$ cat src/hw/rtl/i2a_pkg.sv
// i2a_pkg: shared constants, codes and helpers for the integer to ASCII formatter.
// No dependencies; imported by all i2a modules and the top level.
package i2a_pkg;

  localparam int DEC_DIGITS = 10;
  localparam int MAG_W      = 32;
  localparam int BCD_W      = DEC_DIGITS * 4;
  // digit counter covers up to 16 hex digits
  localparam int CNT_W      = 5;

  typedef logic [CNT_W-1:0] cnt_t;
  typedef logic [1:0]       pfx_t;

  localparam pfx_t PFX_NONE  = 2'd0;
  localparam pfx_t PFX_MINUS = 2'd1;
  localparam pfx_t PFX_ZERO  = 2'd2;  // "0" of "0x"
  localparam pfx_t PFX_X     = 2'd3;  // "x" of "0x"

  localparam logic [1:0] CMD_DEC   = 2'd0;
  localparam logic [1:0] CMD_HEX32 = 2'd1;

  localparam logic [7:0] CH_ZERO  = 8'h30;
  localparam logic [7:0] CH_UPPER = 8'h41;
  localparam logic [7:0] CH_X     = 8'h78;
  localparam logic [7:0] CH_MINUS = 8'h2D;

  // emitter load control
  typedef struct packed {
    logic load;
    cnt_t cnt;   // digits held, top aligned
    cnt_t min;   // digits always written
    pfx_t pfx;
  } emit_ctl_t;

  function automatic logic [7:0] nib_char(input logic [3:0] nib);
    if (nib < 4'd10) begin
      return CH_ZERO + {4'd0, nib};
    end
    return CH_UPPER + {4'd0, nib} - 8'd10;
  endfunction

endpackage

$ cat src/hw/rtl/integer_to_ascii_formatter.sv
// integer_to_ascii_formatter: formats one number as decimal or hex ASCII, one char per strobe.
// Depends on i2a_pkg, i2a_bcd_conv, i2a_char_emit.
// Decimal runs the bit-serial conversion, a load, then the digit slots, led by a sign char
// when negative; hex sends the 0x prefix, then 8 or HEX_DIGITS nibble slots. Busy drops with the
// last char, and a new number is accepted only while idle; the receiver cannot stall.
// Reset (rst_n low, synchronous) returns to idle and clears all strobes.
module integer_to_ascii_formatter
  import i2a_pkg::*;
#(
  parameter int HEX_DIGITS = 16
) (
  input  logic        clk,
  input  logic        rst_n,
  input  logic        start,
  output logic        busy,
  input  logic [1:0]  in_cmd,
  input  logic [63:0] in_value,
  input  logic [3:0]  in_min_width,
  output logic        out_strobe,
  output logic [7:0]  out_char_out,
  output logic        out_last
);

  localparam int HEX_W = HEX_DIGITS * 4;
  localparam int SR_W  = (HEX_W > BCD_W) ? HEX_W : BCD_W;

  localparam logic [1:0] S_IDLE = 2'd0;
  localparam logic [1:0] S_CONV = 2'd1;
  localparam logic [1:0] S_EMIT = 2'd2;

  logic [1:0]       state_r, state_nxt;
  logic             neg_r;
  cnt_t             min_r;
  logic             accept, is_dec, is_hex32;
  logic             in_neg;
  logic [MAG_W-1:0] mag;
  cnt_t             dec_min;
  logic             conv_done, emit_done;
  logic [BCD_W-1:0] bcd;
  emit_ctl_t        ctl;
  logic [SR_W-1:0]  digits;

  assign accept   = start && (state_r == S_IDLE);
  assign is_dec   = (in_cmd == CMD_DEC);
  assign is_hex32 = (in_cmd == CMD_HEX32);
  assign in_neg   = in_value[MAG_W-1];
  assign mag      = in_neg ? (MAG_W'(0) - in_value[MAG_W-1:0]) : in_value[MAG_W-1:0];

  always_comb begin
    if (in_min_width > 4'(DEC_DIGITS)) begin
      dec_min = cnt_t'(DEC_DIGITS);
    end else if (in_min_width == 4'd0) begin
      dec_min = cnt_t'(1);
    end else begin
      dec_min = cnt_t'(in_min_width);
    end
  end

  always_comb begin
    ctl    = '0;
    digits = '0;
    if (state_r == S_CONV) begin
      ctl.load = conv_done;
      ctl.cnt  = cnt_t'(DEC_DIGITS);
      ctl.min  = min_r;
      ctl.pfx  = neg_r ? PFX_MINUS : PFX_NONE;
      digits   = SR_W'(bcd) << (SR_W - BCD_W);
    end else if (accept && !is_dec) begin
      ctl.load = 1'b1;
      ctl.pfx  = PFX_ZERO;
      if (is_hex32) begin
        ctl.cnt = cnt_t'(8);
        ctl.min = cnt_t'(1);
        digits  = SR_W'(in_value[31:0]) << (SR_W - 32);
      end else begin
        ctl.cnt = cnt_t'(HEX_DIGITS);
        ctl.min = cnt_t'(HEX_DIGITS);
        digits  = SR_W'(in_value[HEX_W-1:0]) << (SR_W - HEX_W);
      end
    end
  end

  always_comb begin
    state_nxt = state_r;
    unique case (state_r)
      S_IDLE: if (start) state_nxt = is_dec ? S_CONV : S_EMIT;
      S_CONV: if (conv_done) state_nxt = S_EMIT;
      S_EMIT: if (emit_done) state_nxt = S_IDLE;
      default: state_nxt = S_IDLE;
    endcase
  end

  always_ff @(posedge clk) begin
    if (!rst_n) begin
      state_r <= S_IDLE;
    end else begin
      state_r <= state_nxt;
    end
  end

  always_ff @(posedge clk) begin
    if (accept) begin
      neg_r <= in_neg;
      min_r <= dec_min;
    end
  end

  i2a_bcd_conv u_conv (
    .clk   (clk),
    .rst_n (rst_n),
    .load  (accept && is_dec),
    .mag   (mag),
    .done  (conv_done),
    .bcd   (bcd)
  );

  i2a_char_emit #(
    .SR_W (SR_W)
  ) u_emit (
    .clk      (clk),
    .rst_n    (rst_n),
    .ctl      (ctl),
    .digits   (digits),
    .done     (emit_done),
    .strobe   (out_strobe),
    .char_out (out_char_out),
    .last     (out_last)
  );

  assign busy = (state_r != S_IDLE);

  a_accept_busy: assert property (@(posedge clk) disable iff (!rst_n)
    start && !busy |=> busy)
    else $error("busy not raised after transfer");

  a_last_gap: assert property (@(posedge clk) disable iff (!rst_n)
    out_strobe && out_last |=> !out_strobe)
    else $error("char strobed right after last");

  a_mid_busy: assert property (@(posedge clk) disable iff (!rst_n)
    out_strobe && !out_last |-> busy)
    else $error("non-final char while idle");

  a_last_strobe: assert property (@(posedge clk) disable iff (!rst_n)
    out_last |-> out_strobe && $past(busy))
    else $error("last flag without active number");

endmodule

$ cat src/hw/rtl/i2a_bcd_conv.sv
// i2a_bcd_conv: bit-serial binary to BCD converter (shift and add-3), one bit per cycle.
// Depends on i2a_pkg.
module i2a_bcd_conv
  import i2a_pkg::*;
(
  input  logic             clk,
  input  logic             rst_n,
  input  logic             load,
  input  logic [MAG_W-1:0] mag,
  output logic             done,
  output logic [BCD_W-1:0] bcd
);

  localparam int SC_W = $clog2(MAG_W + 1);

  logic [MAG_W-1:0] bin_r;
  logic [BCD_W-1:0] bcd_r, adj, bcd_nxt;
  logic [SC_W-1:0]  cnt_r;
  logic             done_r;

  always_comb begin
    for (int i = 0; i < DEC_DIGITS; i++) begin
      adj[4*i +: 4] = (bcd_r[4*i +: 4] >= 4'd5) ? bcd_r[4*i +: 4] + 4'd3 : bcd_r[4*i +: 4];
    end
    bcd_nxt = {adj[BCD_W-2:0], bin_r[MAG_W-1]};
  end

  always_ff @(posedge clk) begin
    if (!rst_n) begin
      cnt_r  <= '0;
      done_r <= 1'b0;
    end else begin
      done_r <= (cnt_r == SC_W'(1)) && !load;
      if (load) begin
        cnt_r <= SC_W'(MAG_W);
      end else if (cnt_r != '0) begin
        cnt_r <= cnt_r - SC_W'(1);
      end
    end
  end

  always_ff @(posedge clk) begin
    if (load) begin
      bin_r <= mag;
      bcd_r <= '0;
    end else if (cnt_r != '0) begin
      bin_r <= {bin_r[MAG_W-2:0], 1'b0};
      bcd_r <= bcd_nxt;
    end
  end

  assign done = done_r;
  assign bcd  = bcd_r;

endmodule

$ cat src/hw/rtl/i2a_char_emit.sv
// i2a_char_emit: prefix and digit emitter; after any prefix chars, shifts out one nibble per cycle,
// skipping leading zeros down to a minimum count. Depends on i2a_pkg.
module i2a_char_emit
  import i2a_pkg::*;
#(
  parameter int SR_W = 64
) (
  input  logic            clk,
  input  logic            rst_n,
  input  emit_ctl_t       ctl,
  input  logic [SR_W-1:0] digits,
  output logic            done,
  output logic            strobe,
  output logic [7:0]      char_out,
  output logic            last
);

  logic [SR_W-1:0] sr_r;
  cnt_t            cnt_r, min_r;
  pfx_t            pfx_r;
  logic            started_r, active_r;
  logic            strobe_r, last_r;
  logic [7:0]      char_r;
  logic [3:0]      top;
  logic            skip;

  assign top  = sr_r[SR_W-1 -: 4];
  assign skip = !started_r && (cnt_r > min_r) && (top == 4'd0);
  assign done = active_r && (pfx_r == PFX_NONE) && !skip && (cnt_r == cnt_t'(1));

  always_ff @(posedge clk) begin
    if (!rst_n) begin
      active_r  <= 1'b0;
      started_r <= 1'b0;
      pfx_r     <= PFX_NONE;
      strobe_r  <= 1'b0;
      last_r    <= 1'b0;
    end else begin
      strobe_r <= 1'b0;
      last_r   <= 1'b0;
      if (ctl.load) begin
        active_r  <= 1'b1;
        started_r <= 1'b0;
        pfx_r     <= ctl.pfx;
      end else if (active_r) begin
        unique case (pfx_r) inside
          PFX_MINUS, PFX_X: begin
            strobe_r <= 1'b1;
            pfx_r    <= PFX_NONE;
          end
          PFX_ZERO: begin
            strobe_r <= 1'b1;
            pfx_r    <= PFX_X;
          end
          default: begin
            if (!skip) begin
              strobe_r  <= 1'b1;
              started_r <= 1'b1;
              last_r    <= (cnt_r == cnt_t'(1));
              if (cnt_r == cnt_t'(1)) active_r <= 1'b0;
            end
          end
        endcase
      end
    end
  end

  always_ff @(posedge clk) begin
    if (ctl.load) begin
      sr_r  <= digits;
      cnt_r <= ctl.cnt;
      min_r <= ctl.min;
    end else if (active_r && pfx_r == PFX_NONE) begin
      sr_r  <= sr_r << 4;
      cnt_r <= cnt_r - cnt_t'(1);
    end
    case (pfx_r)
      PFX_MINUS: char_r <= CH_MINUS;
      PFX_ZERO:  char_r <= CH_ZERO;
      PFX_X:     char_r <= CH_X;
      default:   char_r <= nib_char(top);
    endcase
  end

  assign strobe   = strobe_r;
  assign char_out = char_r;
  assign last     = last_r;

endmodule
$ cat config.mk
export PLATFORM = sky130hd
export DESIGN_NAME = integer_to_ascii_formatter
export DESIGN_NICKNAME = d
export VERILOG_FILES = /design/src/hw/rtl/i2a_pkg.sv /design/src/hw/rtl/integer_to_ascii_formatter.sv /design/src/hw/rtl/i2a_bcd_conv.sv /design/src/hw/rtl/i2a_char_emit.sv
export SDC_FILE = /design/constraint.sdc
export NUM_CORES = 1
export LEC_CHECK = 0
export BUFFER_PORTS_ARGS = -buffer_cell sky130_fd_sc_hd__buf_2
export CAP_MARGIN = 20
export CORE_MARGIN = 4
export CORE_UTILIZATION = 46
export DETAILED_ROUTE_END_ITERATION = 6
export HOLD_SLACK_MARGIN = 0.08
export PLACE_DENSITY_LB_ADDON = 0.08
export SYNTH_ARGS = -nofsm -noshare
export SYNTH_HDL_FRONTEND = slang
export SYNTH_SLANG_ARGS = --single-unit
$ cat constraint.sdc
create_clock -name clk -period 8.44 [get_ports clk]
set_input_delay 0.422 -clock clk [delete_from_list [all_inputs] [get_ports clk]]
set_output_delay 0.422 -clock clk [all_outputs]
set_load 0.1 [all_outputs]
* Yosys cells after proc, flatten, opt, wreduce, memory -nomap -nowiden *
Cells that the tools add are included.

storage, ports and cells
  bits in registers = 175
  input port bits = 73
  output and inout bits = 11
  word-level logic and storage cells = 143

cells by class
  add/subtract/negate cells = 16
  order comparisons = 13
  eq/ne operators = 11
  muxes and demuxes = 47
  bitwise gates (word level) = 4
  reductions and logical operators = 34

operator list
  kind                     number
  $mux W64                 5
  $mux W32                 3
  $ge A4 B3 Y1 const B     10
  $mux W4                  10
  $add A4 B2 Y4 const B    9
  $sub A1 B32 Y32 const A  1
  $mux W13                 2
  $pmux W8 S3              1
  $mux W8                  2
  $mux W2                  6
  $mux W6                  2
  $mux W1                  10
  $mux W10                 1
  $mux W5                  2
  $logic_and A1 B1 Y1      9
  $add A7 B4 Y8 const A    1
  $logic_not A4 Y1         2
  $reduce_bool A2 Y1       4
  $reduce_or A2 Y1         4
  $sub A8 B4 Y8 const B    1
  $add A6 B4 Y7 const A    1
  $reduce_or A7 Y1         1
  $eq A2 B1 Y1 const B     3
  $eq A2 B2 Y1 const B     3
  other kinds (21)         32

* Depth between registers and ports, before layout *
  depth in word-level cells = 8
  mapped depth = 9
  mapped depth without buffers = 7

* By module *
A second synthesis with hierarchy kept.

second synthesis, totals
  cells, all modules = 944
  area total of the unflattened synthesis = 9925.8 um2

by module, submodules not included
  module                      instances  cells each  area an instance (um2)  sequential area each (um2)
  i2a_bcd_conv                1          451         4306.6                  1901.8
  i2a_char_emit               1          246         3799.9                  2482.4
  integer_to_ascii_formatter  1          247         1819.2                  190.2

* Least setup slack after synthesis *
Ideal clock, no wire load.

  kind = in2reg
  start = in in_cmd[1]
  end = reg u_emit.cnt_r[0], enable pin
  library setup time = 0.720 ns
  arrival = 2.468 ns
  required time = 7.720 ns
  setup slack = 5.251 ns
  stages = 7
  buffers on the path = 3
  cell sequence = buf_2 o21ai_0 o21ai_0 nand2b_1 buf_2 clkbuf_1 nand2_1

between the ends
  longest elaborated chain between the ends = 6

ends and longest elaborated chain
  what                          line                              source
  from (decl)                   integer_to_ascii_formatter.sv:16  input logic [1:0] in_cmd,
  $logic_not A2 Y1              integer_to_ascii_formatter.sv:44  assign is_dec = (in_cmd == CMD_DEC);
  $logic_not A1 Y1              integer_to_ascii_formatter.sv:68  end else if (accept && !is_dec) begin
  $logic_and A1 B1 Y1           integer_to_ascii_formatter.sv:68
  $mux W13                      integer_to_ascii_formatter.sv:68
  $mux W13                      integer_to_ascii_formatter.sv:62  if (state_r == S_CONV) begin
  $reduce_bool A2 Y1 (no line)  --
  to (signal assigned)          i2a_char_emit.sv:71               cnt_r <= ctl.cnt;
  to (signal assigned)          i2a_char_emit.sv:75               cnt_r <= cnt_r - cnt_t'(1);
  to (decl)                     i2a_char_emit.sv:19               cnt_t cnt_r, min_r;

Every way passes these cells.
A chain may end at the register's enable or synchronous reset.

* Worst setup path in the final report *
  start = reg state_r[0]
  end = reg u_conv.bin_r[27], enable pin

between the ends
  longest elaborated chain between the ends = 4

ends and longest elaborated chain
  what                          line                               source
  from (decl)                   integer_to_ascii_formatter.sv:31   logic [1:0] state_r, state_nxt;
  from (signal assigned)        integer_to_ascii_formatter.sv:97   state_r <= state_nxt;
  $logic_not A2 Y1              integer_to_ascii_formatter.sv:43   assign accept = start && (state_r == S_IDLE);
  $logic_and A1 B1 Y1           integer_to_ascii_formatter.sv:43
  $logic_and A1 B1 Y1           integer_to_ascii_formatter.sv:111  .load (accept && is_dec),
  $reduce_bool A2 Y1 (no line)  --
  to (signal assigned)          i2a_bcd_conv.sv:44                 bin_r <= mag;
  to (signal assigned)          i2a_bcd_conv.sv:47                 bin_r <= {bin_r[MAG_W-2:0], 1'b0};
  to (decl)                     i2a_bcd_conv.sv:16                 logic [MAG_W-1:0] bin_r;

Every way passes these cells.

==> summary.txt <==
Placed design
  • DP Area: 0.009530 mm²
  • Dpl hpwl: 15.83 mm
  • Port Buffer Count: 82
  • RD Place Congestion: 0.8569
  • Dpl cells: 1,185
  • Pre-CTS setup slack: 5.828 ns

Final layout
  • Area delta synth->final: 14.13%
  • Finished Core Util: 0.5393
  • Cell area after layout: 0.01019 mm²
  • ANT cells: 0
  • Fin cells: approximately 1,200
  • Share of cells above drive strength 1: 0.1452
  • Nets: 1,049

GRT
  • Vias in the first global route: around 6,700
  • Largest net degree at the start of global routing: 100
  • GRT Residual Overflow: 0
  • Initial antenna violation count: 0
  • Tot GR Track Use: 0.2114
  • Global-route wire length before repair: 36.27 mm

Route
  • Routed via count: 7,019
  • Routed wire length on met2: 10.45 mm
  • Highest Signal Layer: met4
  • Post-Route M1 WL: 10.60 mm
  • Final ANT Viol Nets: 0
  • Drt drc: 0
  • Wire length on met3: 1.463 mm
  • Total Wirelength: roughly 23 mm
  • Routed wire per std cell: 18.76 µm
  • Detailed Route Iter0 Violations: 705
  • Router iterations before antenna repair: 7
  • DR vias/cell: 5.767

Synth
  • Synth Net Count: 999
  • Mean Syn Cell Area: roughly 10 µm²
  • Synth area leader: edfxtp_1
  • Ys async rst share: 0
  • Post-synth EDFFs: 111
  • Yosys cell types: 52
  • Syn. warnings: 0
  • Sequential share of the synthesized area: 0.5123
  • Synth Flop Type: edfxtp_1
  • Top-area cell type share of the netlist area: 0.3733
  • Post-Syn Instances: 894
  • Synthesized flop and latch total: 173
  • Synth area leaders: edfxtp_1 (37%), dfxtp_1 (14%), nand2_1 (5.8%)
  • Post-Syn Area: 0.008929 mm²

Pwr
  • Leakage power: 4.045 nW
  • Final total power: 3.532 mW
  • PD cells: 346.6 mW/mm²
  • Worst vdd ir: 219.7 µV

Clock tree
  • Htree depth: 4
  • CTS tree: built
  • Total CTS buffers: 17
  • Clock sink count: 173
  • Longest Clk Path Bufs: 2
  • CTS Root Cell: clkbuf_16
  • Post-CTS setup repair buffer count: 0
  • Reg clk slew, reported paths: 0.06 ns
  • Post-CTS Hold Buffers: 0
  • Skew-Pair Late Insertion Delay: 0.44 ns
  • Post-CTS sizing: 0

Run status
  • Outcome: finished clean

Floorplanning
  • Die span in x: 147.3 µm
  • Die H: 147.3 µm
  • Core area: about 0.019 mm²
  • Die footprint: 0.02170 mm²
  • Top Ports: 84
  • Cell Rows: 50
  • Initial Utilization: 0.4726

Setup path
  • Crit path DAT: around 2.5 ns
  • CP bufs+invs: 2
  • Worst setup EP type: flip-flop
  • CP max-delay cell: or3_2
  • Critical Path RT: 8.52 ns
  • Worst Path Class, Setup: flip-flop to flip-flop
  • Top Family by Delay on Critical Path: simple AND/OR/NAND/NOR gates
  • CP cell instances: nor2_1 > nand2_1 > or3_2 > buf_4 > nand2_1 > buf_4
  • Worst Setup Start Kind: flip-flop
  • Critical Path Fanout Max: 65
  • Largest stage delay, worst path: 0.43 ns

Timing
  • Relative slew slack: 0.3774
  • Fin. Hold Viols: 0
  • Setup TNS: 0 ns
  • Final hold slack: about 0.24 ns
  • Tightest Pin Transition: 0.9339 ns
  • Crit share post-route: 0.2815
  • RSZ-0062 raised after global routing: no
  • Max Transition Viols Final: 0
  • Fin Clk Skew: ~0.013 ns
  • Min cycle time layout: between 2 and 2.5 ns
  • Max Fclk: 420.9 MHz
  • Worst setup margin: just over 6 ns
  • Setup-failing EPs final: 0

Flow run
  • Max-Cap Viols: 0

Worst hold path
  • HP Class: input port to flip-flop
==> layer usage <==
metal  vias to the layer above  global-route usage
li1                       3380                   -
met1                      3386              0.3010
met2                       234              0.3270
met3                        19             0.04164
met4                         0             0.06664
met5                         -                   0
==> cells in the mapped netlist, types with 20 or more instances <==
library cell  number
nand2_1          137
edfxtp_1         111
o21ai_0           71
dfxtp_1           62
a21oi_1           48
clkbuf_1          46
inv_1             44
a222oi_1          40
nor2_1            34
ha_1              32
xor2_1            26
o21ai_1           25
a211oi_1          21
xnor2_1           21
a22o_1            20
nand3_1           20
==> layout by cell type, fill, tap and decap left out, drive strengths merged, types with 21 or more instances in the layout <==
master and instances:
edfxtp 111, nor2 34, xor2 26, clkbuf 21
nand2 137, a211oi 21, o21ai 96, buf 92
a222oi 40, ha 32, xnor2 21, a21oi 48
inv 44, dfxtp 62
==> flip-flops by register name, summed over array words and instances, names as in the netlist, 2 cells and up <==
signal,count
u_emit.char_out,7
min_r,4
u_emit.min_r,5
u_emit.cnt_r,5
u_conv.bin_r,32
u_conv.cnt_r,6
state_r,2
u_emit.pfx_r,2
u_emit.sr_r,64
u_conv.bcd,40
==> cell families after synthesis <==
logic type	count (synthesis)	share of synthesized area
flops	173	0.5123
compound gates	258	0.1934
other cells	1	0.0004200
simple gates	267	0.1439
mux	11	0.01233
buf+inv	105	0.04666
xor+xnor	47	0.04610
fa+ha+maj	32	0.04484
==> final timing paths <==
kind | from | endpoint | slack (ns) | cells past startpoint
setup / recovery | state_r[0] | u_conv.bin_r[27] | 6.06 | 6
hold / removal | in_min_width[3] | min_r[3] | 0.24 | 1
setup reg to reg | state_r[0] | u_conv.bin_r[27] | 6.06 | 6
hold reg to reg | u_conv.bcd[37] | u_conv.bcd[37] | 0.48 | 2
==> report_power, final <==
group / switching [mW] / leakage [nW] / internal (mW)
registers: 0.191 / 1.62 / 1.25
logic: 0.737 / 2.10 / 0.472
clock network: 0.333 / 0.326 / 0.550
==> layout make-up <==
class / instances / area (µm²)
clock buffers: 21 / 471.7
clock inverters: 11 / 187.7
fillers: 1702 / 8703
inverters: 44 / 165.2
multi-input cells: 616 / 3960
flip-flops and latches: 173 / 4574
well taps: 260 / 325.3
repair buffers: 92 / 505.5
Power figures use the tool's default switching activity.
